--- src/design/sfir_pkg.sv ---
package sfir_pkg;

    localparam int MAX_TAPS       = 63;
    localparam int COEF_FRAC_BITS = 15;

    localparam int SMP_W  = 16;
    localparam int PROD_W = 2 * SMP_W;
    localparam int CNT_W  = $clog2(MAX_TAPS + 1);
    localparam int ACC_W  = PROD_W + CNT_W + 1;
    localparam int CMP_W  = (CNT_W > 6) ? CNT_W : 6;

    localparam logic OP_LOAD   = 1'b0;
    localparam logic OP_SAMPLE = 1'b1;

    localparam logic CH_LEFT  = 1'b0;
    localparam logic CH_RIGHT = 1'b1;

    typedef logic signed [SMP_W-1:0] t_smp;

    // contents of one tap cell
    typedef struct packed {
        t_smp hl;
        t_smp hr;
        t_smp cl;
        t_smp cr;
    } t_tap;

    typedef struct packed {
        logic shift;
        logic rot;
        logic we_l;
        logic we_r;
    } t_cell_ctl;

    typedef struct packed {
        logic clr;
        logic en;
    } t_mac_ctl;

endpackage

--- src/design/sfir_cell.sv ---
module sfir_cell
    import sfir_pkg::*;
(
    input  logic      i_clk,
    input  logic      i_rst_n,
    input  t_cell_ctl i_ctl,
    input  t_smp      i_coef,
    input  t_tap      i_prev,
    input  t_tap      i_next,
    output t_tap      o_tap
);

    t_smp r_hl, r_hr, r_cl, r_cr;

    // history: shift from previous cell on a new item, rotate from next cell
    always_ff @(posedge i_clk) begin
        if (!i_rst_n) begin
            r_hl <= '0;
            r_hr <= '0;
        end else if (i_ctl.shift) begin
            r_hl <= i_prev.hl;
            r_hr <= i_prev.hr;
        end else if (i_ctl.rot) begin
            r_hl <= i_next.hl;
            r_hr <= i_next.hr;
        end
    end

    always_ff @(posedge i_clk) begin
        if (i_ctl.rot) begin
            r_cl <= i_next.cl;
            r_cr <= i_next.cr;
        end else begin
            if (i_ctl.we_l) begin
                r_cl <= i_coef;
            end
            if (i_ctl.we_r) begin
                r_cr <= i_coef;
            end
        end
    end

    assign o_tap = '{hl: r_hl, hr: r_hr, cl: r_cl, cr: r_cr};

endmodule

--- config.mk ---
export PLATFORM = sky130hd
export DESIGN_NAME = sfir_cell
export DESIGN_NICKNAME = d
export VERILOG_FILES = /design/src/design/sfir_pkg.sv /design/src/design/sfir_cell.sv
export SDC_FILE = /design/constraint.sdc
export NUM_CORES = 1
export LEC_CHECK = 0
export ABC_AREA = 1
export BUFFER_PORTS_ARGS = -buffer_cell sky130_fd_sc_hd__clkbuf_2
export CAP_MARGIN = 20
export CELL_PAD_IN_SITES_DETAIL_PLACEMENT = 0
export CELL_PAD_IN_SITES_GLOBAL_PLACEMENT = 1
export CORE_MARGIN = 10
export CORE_UTILIZATION = 25
export CTS_BUF_LIST = sky130_fd_sc_hd__clkbuf_4
export CTS_CLUSTER_DIAMETER = 50
export DETAILED_ROUTE_END_ITERATION = 8
export PLACE_DENSITY_LB_ADDON = 0.3
export SKIP_LAST_GASP = 1
export SLEW_MARGIN = 20
export SYNTH_ARGS = -nofsm -noshare
export SYNTH_HDL_FRONTEND = slang
export SYNTH_SLANG_ARGS = --single-unit
--- constraint.sdc ---
create_clock -name i_clk -period 1.1 [get_ports i_clk]
set_input_delay 0.055 -clock i_clk [delete_from_list [all_inputs] [get_ports i_clk]]
set_output_delay 0.055 -clock i_clk [all_outputs]
set_load 0.02 [all_outputs]
==> key figures <==
Run status
  • Result of the run: complete, no violations

GRT
  • Global routing usage summed across all routing layers: 14.1%
  • First-pass GRT wire length: roughly 19,000 um
  • Total global routing overflow: 0
  • Vias in the first global route: 3,631
  • Number of antenna violations at the first check in global routing: 0
  • Largest net degree at the start of global routing: 33

Cells and area
  • Fraction of final layout cells sized beyond drive strength 1: around a third
  • Final-stage net count: ~800
  • Commonest non-fill, non-tap cell in the layout: sky130_fd_sc_hd__clkbuf_2
  • Most used cells in the layout excluding fill and tap cells: 178 x sky130_fd_sc_hd__clkbuf_2, 176 x sky130_fd_sc_hd__nand2_1, 112 x sky130_fd_sc_hd__dlygate4sd3_1, 64 x sky130_fd_sc_hd__nand3_1
  • Number of antenna repair diodes: 0
  • Final instance count without filler cells: 801
  • Area growth from synthesis to final layout: 79.0%

Logic synthesis
  • Seq/Total Area, Yosys: between 50 and 60%
  • Area of the mapped netlist: around 2900 um2
  • Warning count from the yosys run: 0
  • Net Count, Synth: 513
  • Flops & latches, synth: between 60 and 70
  • Number of instances in the synthesized netlist: around 360
  • Average instance area after synthesis: 8.01 um2
  • Count of different cell masters after synthesis: 13

Worst hold path
  • Type of the worst min-delay path: in -> reg

Placed design
  • Count of input and output buffers: between 150 and 200
  • Global placement routability congestion: 0.747
  • Placed cells: roughly 670
  • Half-perimeter wire length after detailed placement: around 8000 um

Floorplanning
  • Die extent in x: between 100 and 150 um
  • Core box area: approximately 11,000 um2
  • I/O pin cnt: between 200 and 250
  • Initial Util: between 20% and 30%
  • Num rows: 39
  • Die Ht: 128 um
  • Die Footprint: roughly 16,000 um2

Worst setup path
  • Critical Path Sink Type: output port
  • Kind of start point of the critical path: register
  • Arrival time worst endpoint: ~1.0 ns
  • Top delay family on crit path: flip-flops
  • Max FO, Critical Path: 1
  • Delay of the slowest cell on the worst path: 0.45 ns
  • Required time of the worst setup path: about 1.0 ns
  • CP max stage cell: sky130_fd_sc_hd__edfxtp_1
  • Classification of the worst setup path: reg -> out
  • Crit path buf inv count: 1
  • Ordered cell list for the critical path: buf_6

Timing
  • Number of max-slew violations in the final report: 0
  • Unrepaired setup endpoints after global routing: yes
  • Number of failing setup endpoints in the final timing report: 0
  • Worst-Margin Slew: 0.723 ns
  • Hold Violations, Final: 0
  • Final critical-path share of the clock period: a little over nine tenths
  • Final critical path time including I/O delays and setup: roughly 1.1 ns
  • Maximum clock frequency: 0.942 GHz
  • Worst Skew: 0 ns
  • Worst slew margin relative to its limit: between 50% and 60%

Detailed routing
  • Detailed router's first-iteration violation count: 128
  • WL/cell: 14.6 um
  • Via count: ~3,400
  • Final WL: 11,700 um
  • Pre-Repair DR Iteration Count: 4
  • Post-route DRC: 0
  • Remaining number of nets flagged by the antenna check after routing: 0
  • Detail-routed via count per cell: between 4 and 5

Job
  • Max Cap Viol: 0

Clock network
  • Post-CTS clock slew at the launch and capture registers of the worst setup and hold paths: approximately 0.11 ns
  • Clock root cell: sky130_fd_sc_hd__clkbuf_4
  • Clock buffer count from CTS: 9
  • Clock sink total: between 60 and 70
  • Number of buffers on the longest clock path: 2
  • CTS tree: yes
  • Total number of H-tree levels: 3
  • Skew-Pair Late Insertion Delay: ~0.4 ns

Pwr
  • Power density cells: 1130 nW/um2
  • Power after layout: a little under 6 mW
  • IR drop worst, VDD: 568 uV
  • Leakage power: 2.81 nW
[flip-flops by register name (all words and copies together), names as in the netlist]
signal / cells
r_cl: 16
r_cr: 16
r_hl: 16
r_hr: 16
[metrics by stage]
step	area [um2]	util, %	setup slack, ns	TNS, ns	hold WS (ns)
finish	5200	45.6	0.0388	0	0.134
CTS	5190	45.5	-0.0193	-0.0193	0.0978
floorplan	2910	-	0.0245	0	0.153
detailed placement	3940	34.5	-0.0873	-1.97	0.330
global placement	3940	34.5	-0.0727	-1.54	0.325
global route	5200	45.6	-0.00892	-0.0120	0.140
[logic make-up (layout without fill, tap and decap cells)]
logic type             after synthesis  in the layout  synth area share [%]
DFF                                 64             64                  55.1
and+or+nand+nor                    243            243                  34.9
buffers and inverters               56            351                  10.0
[area by class of cell]
type / count / area (um2)
clock buffer: 9 / 67.6
clock inverter: 7 / 62.6
fill: 1107 / 6210
inverter: 34 / 130
multi-input combinational: 243 / 1010
sequential: 64 / 1600
tap: 143 / 179
timing repair buffer: 301 / 2150
[power breakdown]
group          internal, mW  switching [mW]  leakage [nW]  total, mW
Clock                 0.670           0.910        0.0668       1.58
Sequential             2.73          0.0784         0.595       2.81
Combinational         0.710           0.800          2.15       1.51
Total                  4.11            1.79          2.81       5.90
[synth_stat cells]
master | n | area, um2
sky130_fd_sc_hd__buf_4 | 7 | 52.6
sky130_fd_sc_hd__buf_1 | 3 | 11.3
sky130_fd_sc_hd__buf_2 | 6 | 30.0
sky130_fd_sc_hd__buf_6 | 6 | 67.6
sky130_fd_sc_hd__nand3_1 | 64 | 320
sky130_fd_sc_hd__or2_2 | 2 | 12.5
sky130_fd_sc_hd__nand2_1 | 176 | 661
sky130_fd_sc_hd__inv_1 | 32 | 120
sky130_fd_sc_hd__dfxtp_1 | 32 | 641
sky130_fd_sc_hd__inv_2 | 1 | 3.75
sky130_fd_sc_hd__nor2_8 | 1 | 20.0
sky130_fd_sc_hd__edfxtp_1 | 32 | 961
sky130_fd_sc_hd__inv_4 | 1 | 6.26
[worst register-to-register path, cell delays in order (launching register included)]
cell and delay (ns):
sky130_fd_sc_hd__dfxtp_1 0.33, sky130_fd_sc_hd__nand2_1 0.06, sky130_fd_sc_hd__nand3_1 0.07, sky130_fd_sc_hd__nand2_1 0.06
sky130_fd_sc_hd__inv_1 0.05
[timing repair]
action / in CTS / in global routing
gates resized for setup: 0 / 7
pin swaps: 0 / 0
hold endpoints to repair: 64 / 0
gates cloned: 0 / 0
hold buffers: 112 / 0
endpoints found under the setup margin: 1 / 3
buffers inserted: 0 / 0
[worst paths after layout]
kind	depth (start not counted)	slack, ns	start	to
min reg2reg	4	0.55	r_hr[13]$_SDFFE_PN0P_	r_hr[13]$_SDFFE_PN0P_
max reg2reg	4	0.43	r_hl[8]$_SDFFE_PN0P_	r_hl[8]$_SDFFE_PN0P_
max	1	0.04	r_cl[14]$_DFFE_PP_	o_tap[30]
min	6	0.13	i_ctl[3]	r_hr[7]$_SDFFE_PN0P_
[metal layers]
metal	wire length (um)	up-vias	GRT usage, %
li1	-	1721	-
met1	4820	1514	16.0
met2	5480	150	23.4
met3	1260	11	5.96
met4	162	0	4.64
met5	0	-	0
No activity file was read; power rests on OpenSTA's default activity.
