<file path="src/design/sfir_pkg.sv">
package sfir_pkg;

    localparam int MAX_TAPS       = 63;
    localparam int COEF_FRAC_BITS = 15;

    localparam int SMP_W  = 16;
    localparam int PROD_W = 2 * SMP_W;
    localparam int CNT_W  = $clog2(MAX_TAPS + 1);
    localparam int ACC_W  = PROD_W + CNT_W + 1;
    localparam int CMP_W  = (CNT_W > 6) ? CNT_W : 6;

    localparam logic OP_LOAD   = 1'b0;
    localparam logic OP_SAMPLE = 1'b1;

    localparam logic CH_LEFT  = 1'b0;
    localparam logic CH_RIGHT = 1'b1;

    typedef logic signed [SMP_W-1:0] t_smp;

    // contents of one tap cell
    typedef struct packed {
        t_smp hl;
        t_smp hr;
        t_smp cl;
        t_smp cr;
    } t_tap;

    typedef struct packed {
        logic shift;
        logic rot;
        logic we_l;
        logic we_r;
    } t_cell_ctl;

    typedef struct packed {
        logic clr;
        logic en;
    } t_mac_ctl;

endpackage

</file>
<file path="src/design/sfir_mac.sv">
module sfir_mac
    import sfir_pkg::*;
(
    input  logic     i_clk,
    input  logic     i_rst_n,
    input  t_mac_ctl i_ctl,
    input  t_smp     i_coef,
    input  t_smp     i_hist,
    output t_smp     o_y
);

    localparam logic [ACC_W-1:0] RND_HALF = ACC_W'(1) << (COEF_FRAC_BITS - 1);
    localparam logic [ACC_W-1:0] POS_MAX  = ACC_W'(32767);
    localparam logic [ACC_W-1:0] NEG_MAG  = ACC_W'(32768);

    logic signed [PROD_W-1:0] r_prod;
    logic                     r_pv;
    logic signed [ACC_W-1:0]  r_acc;

    logic [ACC_W-1:0] w_mag;
    logic [ACC_W-1:0] w_rnd;

    always_ff @(posedge i_clk) begin
        r_prod <= i_coef * i_hist;
    end

    always_ff @(posedge i_clk) begin
        if (!i_rst_n) begin
            r_pv <= 1'b0;
        end else if (i_ctl.clr) begin
            r_pv <= 1'b0;
        end else begin
            r_pv <= i_ctl.en;
        end
    end

    always_ff @(posedge i_clk) begin
        if (i_ctl.clr) begin
            r_acc <= '0;
        end else if (r_pv) begin
            r_acc <= r_acc + ACC_W'(r_prod);
        end
    end

    // round half away from zero, then saturate
    always_comb begin
        w_mag = r_acc[ACC_W-1] ? ACC_W'(-r_acc) : ACC_W'(r_acc);
        w_rnd = (w_mag + RND_HALF) >> COEF_FRAC_BITS;
        if (r_acc[ACC_W-1]) begin
            if (w_rnd > NEG_MAG) begin
                o_y = 16'sh8000;
            end else begin
                o_y = SMP_W'(-w_rnd);
            end
        end else begin
            if (w_rnd > POS_MAX) begin
                o_y = 16'sh7fff;
            end else begin
                o_y = w_rnd[SMP_W-1:0];
            end
        end
    end

endmodule

</file>
<file path="config.mk">
export PLATFORM = sky130hd
export DESIGN_NAME = sfir_mac
export DESIGN_NICKNAME = d
export VERILOG_FILES = /design/src/design/sfir_pkg.sv /design/src/design/sfir_mac.sv
export SDC_FILE = /design/constraint.sdc
export NUM_CORES = 1
export LEC_CHECK = 0
export BUFFER_PORTS_ARGS = -buffer_cell sky130_fd_sc_hd__buf_2
export CAP_MARGIN = 20
export CORE_ASPECT_RATIO = 0.9
export CORE_UTILIZATION = 40
export CTS_CLUSTER_SIZE = 10
export DETAILED_ROUTE_END_ITERATION = 10
export PLACE_DENSITY = 0.66
export SLEW_MARGIN = 20
export SYNTH_ARGS = -nofsm -noshare
export SYNTH_HDL_FRONTEND = slang
export SYNTH_SLANG_ARGS = --single-unit
</file>
<file path="constraint.sdc">
create_clock -name i_clk -period 9.09 [get_ports i_clk]
set_input_delay 1.818 -clock i_clk [delete_from_list [all_inputs] [get_ports i_clk]]
set_output_delay 1.818 -clock i_clk [all_outputs]
set_load 0.05 [all_outputs]
</file>
==> summary.txt <==
Yosys
  – YS warnings: 0
  – Count leader, synth: inv_1
  – Syn Inst Count: 1942
  – Yosys cell types: 88
  – Seq cells post-synth: 72
  – Sequential cell area fraction in the yosys report: 8.77%
  – Asr flop ratio synth: 0%
  – Syn_area_per_cell: 8.46 um2
  – Synth top area share: 32.0%
  – Area contributors post-synth: fa_1 (32%), ha_1 (9.4%), dfxtp_1 (8.8%)
  – Cell area after synthesis: 16400 um2
  – Top FF cell, synth: dfxtp_1
  – Syn Nets: 2364
  – Post-synth EDFFs: 0
  – Most frequent cells after synthesis: inv_1 (346), fa_1 (263), nand2_1 (206), and2_1 (127), ha_1 (123)
  – Area leader, netlist: fa_1

Global route
  – Largest net degree at the start of global routing: 56
  – First-pass GRT wire length: 67100 um
  – Remaining Overflow, GRT: 0
  – Antenna violations before repair: 1
  – GRT Util Overall: 19.5%
  – Number of global-route vias before repair: 13300

Setup path
  – R2r worst-path depth: 11
  – Maximum fanout along the worst path: 16
  – Crit-path cells: buf_2, nand2_1, inv_1, fa_1, inv_1, fa_1, inv_1, fa_1, fa_1, fa_1, inv_1, fa_1, inv_1, ha_1, inv_1, or4_1, o221ai_1, nand2_1, o2111ai_1, a21oi_1, xnor2_1
  – Critical path arrival: 8.02 ns
  – CP startpoint: i_hist[1]
  – Max incr delay on CP: 0.54 ns
  – FF-to-FF Start: r_acc[15]
  – Worst setup path class: input port to flip-flop
  – Crit. End Element: flip-flop
  – CP Capture Point: r_prod[30]
  – R2r setup slk: 5.54 ns
  – Worst flop-to-flop path endpoint: r_acc[31]
  – CP max-delay cell: fa_1
  – CP startpoint kind: input port
  – CP required: 9.31 ns

Detailed routing
  – Initial DRT Pass Iterations: 7
  – 1st-iter DRT viols: 947
  – Via count: 13000
  – Detail Route Antenna Nets: 0
  – Total Routed Length: 39400 um
  – Avg WL per Cell: 15.9 um
  – Vias per cell: 5.27
  – DRC: 0

Clock network
  – Inserted Clock Buffers: 9
  – Hold_buf cts: 0
  – Root Driver: clkbuf_16
  – Clock Latency Late Sink: 0.34 ns
  – Post-CTS sizing: 0
  – Sink Count: 72
  – Clock Path Buffers: 2
  – CTS H-tree lvls: 3
  – Setup Buffers After CTS: 0
  – CTS tree: built
  – Clock-pin slew on the worst setup and hold paths: 0.05 ns

STA
  – Max Fclk: 128 MHz
  – Setup TNS: 0 ns
  – Slew of the pin with the lowest slew margin: 0.948 ns
  – RSZ-0062 raised after global routing: no
  – Setup WS post-layout: 1.29 ns
  – Tcrit/Tclk final: 85.8%
  – Slew margin rel.: 36.8%
  – Final Setup Violations: 0
  – Final Max Slew Viols: 0
  – Hold Fails Final Rpt: 0
  – Final min period: 7.80 ns
  – Clock Skews: 0.00921 ns

Cells and area
  – Layout overhead on the synthesized area: 5.87%
  – Layout fillers: 4010
  – Layout cell share with drive strength beyond 1: 5.89%
  – Post-route insts no fill: 2477
  – Fin nets: 2354

Place
  – DP HPWL: 31800 um
  – Worst slack, placed: 0.906 ns
  – RePlAce Congestion: 0.929
  – Dpl cells: 2461
  – I/O Buffers: 51

Floorplanning
  – Total die area: 41900 um2
  – Die Ht: 194 um
  – Core area: 40600 um2
  – Die width: 216 um
  – Num rows: 70
  – I/O Pins: 52
  – Initial Util: 40.5%

Status
  – Status: finished, final reports clean

Run
  – Max Cap Violations: 0

Min path
  – HP Class: flip-flop to flip-flop
[critical path, delay by kind of cell]
family / cells / cell delay [ns]
and+or+nand+nor: 3 / 0.83
adders and majority gates: 7 / 3.31
xor gates and xnor gates: 1 / 0.12
buffers and inverters: 7 / 1.32
AOI/OAI and AO/OA: 3 / 0.60
[registers in the layout, indices dropped and copies added, names as in the netlist]
name / flops
r_prod: 32
r_acc: 39
r_pv: 1
[metrics by stage]
stage | util (%) | hold slack, ns | area, um2
global route | 42.9 | 0.591 | 17400
detailed placement | 42.1 | 0.547 | 17100
CTS | 42.9 | 0.556 | 17400
finish | 42.9 | 0.557 | 17400
floorplan | - | 0.499 | 16400
global placement | 42.1 | 0.535 | 17100
[metal layers]
metal / up-vias / track usage [%] / routed length, um
met4: 0 / 5.17 / 731
li1: 6287 / - / -
met1: 6326 / 27.7 / 18800
met3: 44 / 2.11 / 2190
met5: - / 0 / 0
met2: 385 / 31.4 / 17700
[cells in the final DEF (no fill, tap or decap), drive strengths merged, types with 6 or more instances in the layout]
cell and count:
mux2i 27, mux2 6, o21bai 9, fa 263, a41o 15, ha 123
xor2 26, a21o 34, or4 8, buf 57, nand2b 14, nor3 35
a211oi 15, inv 346, a211o 7, a21boi 8, nand4 16, o31ai 6
nand2 206, o21ai 54, o211ai 16, nor4 11, xnor2 64, a21oi 71
and2 128, clkbuf 9, nor3b 7, dfxtp 72, or3 12, nor2 101
or2 6, a31oi 10, o21a 13, nand3 23, and3 19, and4 6
nor2b 11, o22ai 10
[cells by family (layout without fill, tap and decap cells)]
| group | Yosys count | count (layout) | synth area share [%] |
|---|---|---|---|
| and+or+nand+nor | 615 | 615 | 19.1 |
| buffers and inverters | 426 | 420 | 10.1 |
| adders and majority gates | 386 | 386 | 41.4 |
| AOI/OAI and AO/OA | 320 | 320 | 13.8 |
| xor gates and xnor gates | 90 | 90 | 4.84 |
| DFF | 72 | 72 | 8.77 |
| muxes | 33 | 33 | 2.06 |
| other | 0 | 1 | 0 |
[layout make-up]
| class | count | area, um2 | area share [%] |
|---|---|---|---|
| timing repair buffer | 57 | 300 | 1.73 |
| antenna | 1 | 2.50 | 0.0144 |
| tap | 540 | 676 | 3.88 |
| clock inverter | 6 | 109 | 0.626 |
| sequential | 72 | 1440 | 8.30 |
| multi-input combinational | 1444 | 13300 | 76.7 |
| inverter | 348 | 1310 | 7.51 |
| clock buffer | 9 | 225 | 1.29 |
[how the worst min path moves through the flow]
stage	from	endpoint	slack [ns]	cells after the start
finish	r_acc[5]	r_acc[5]	0.56	2
global route	r_acc[7]	r_acc[7]	0.59	2
CTS	r_acc[5]	r_acc[5]	0.56	2
detailed placement	r_acc[5]	r_acc[5]	0.55	2
global placement	r_acc[10]	r_acc[10]	0.53	2
floorplan	r_acc[10]	r_acc[10]	0.50	2
Power is not shown: default switching activity piles up to over one toggle a cycle in this logic, so the estimate is an artifact.
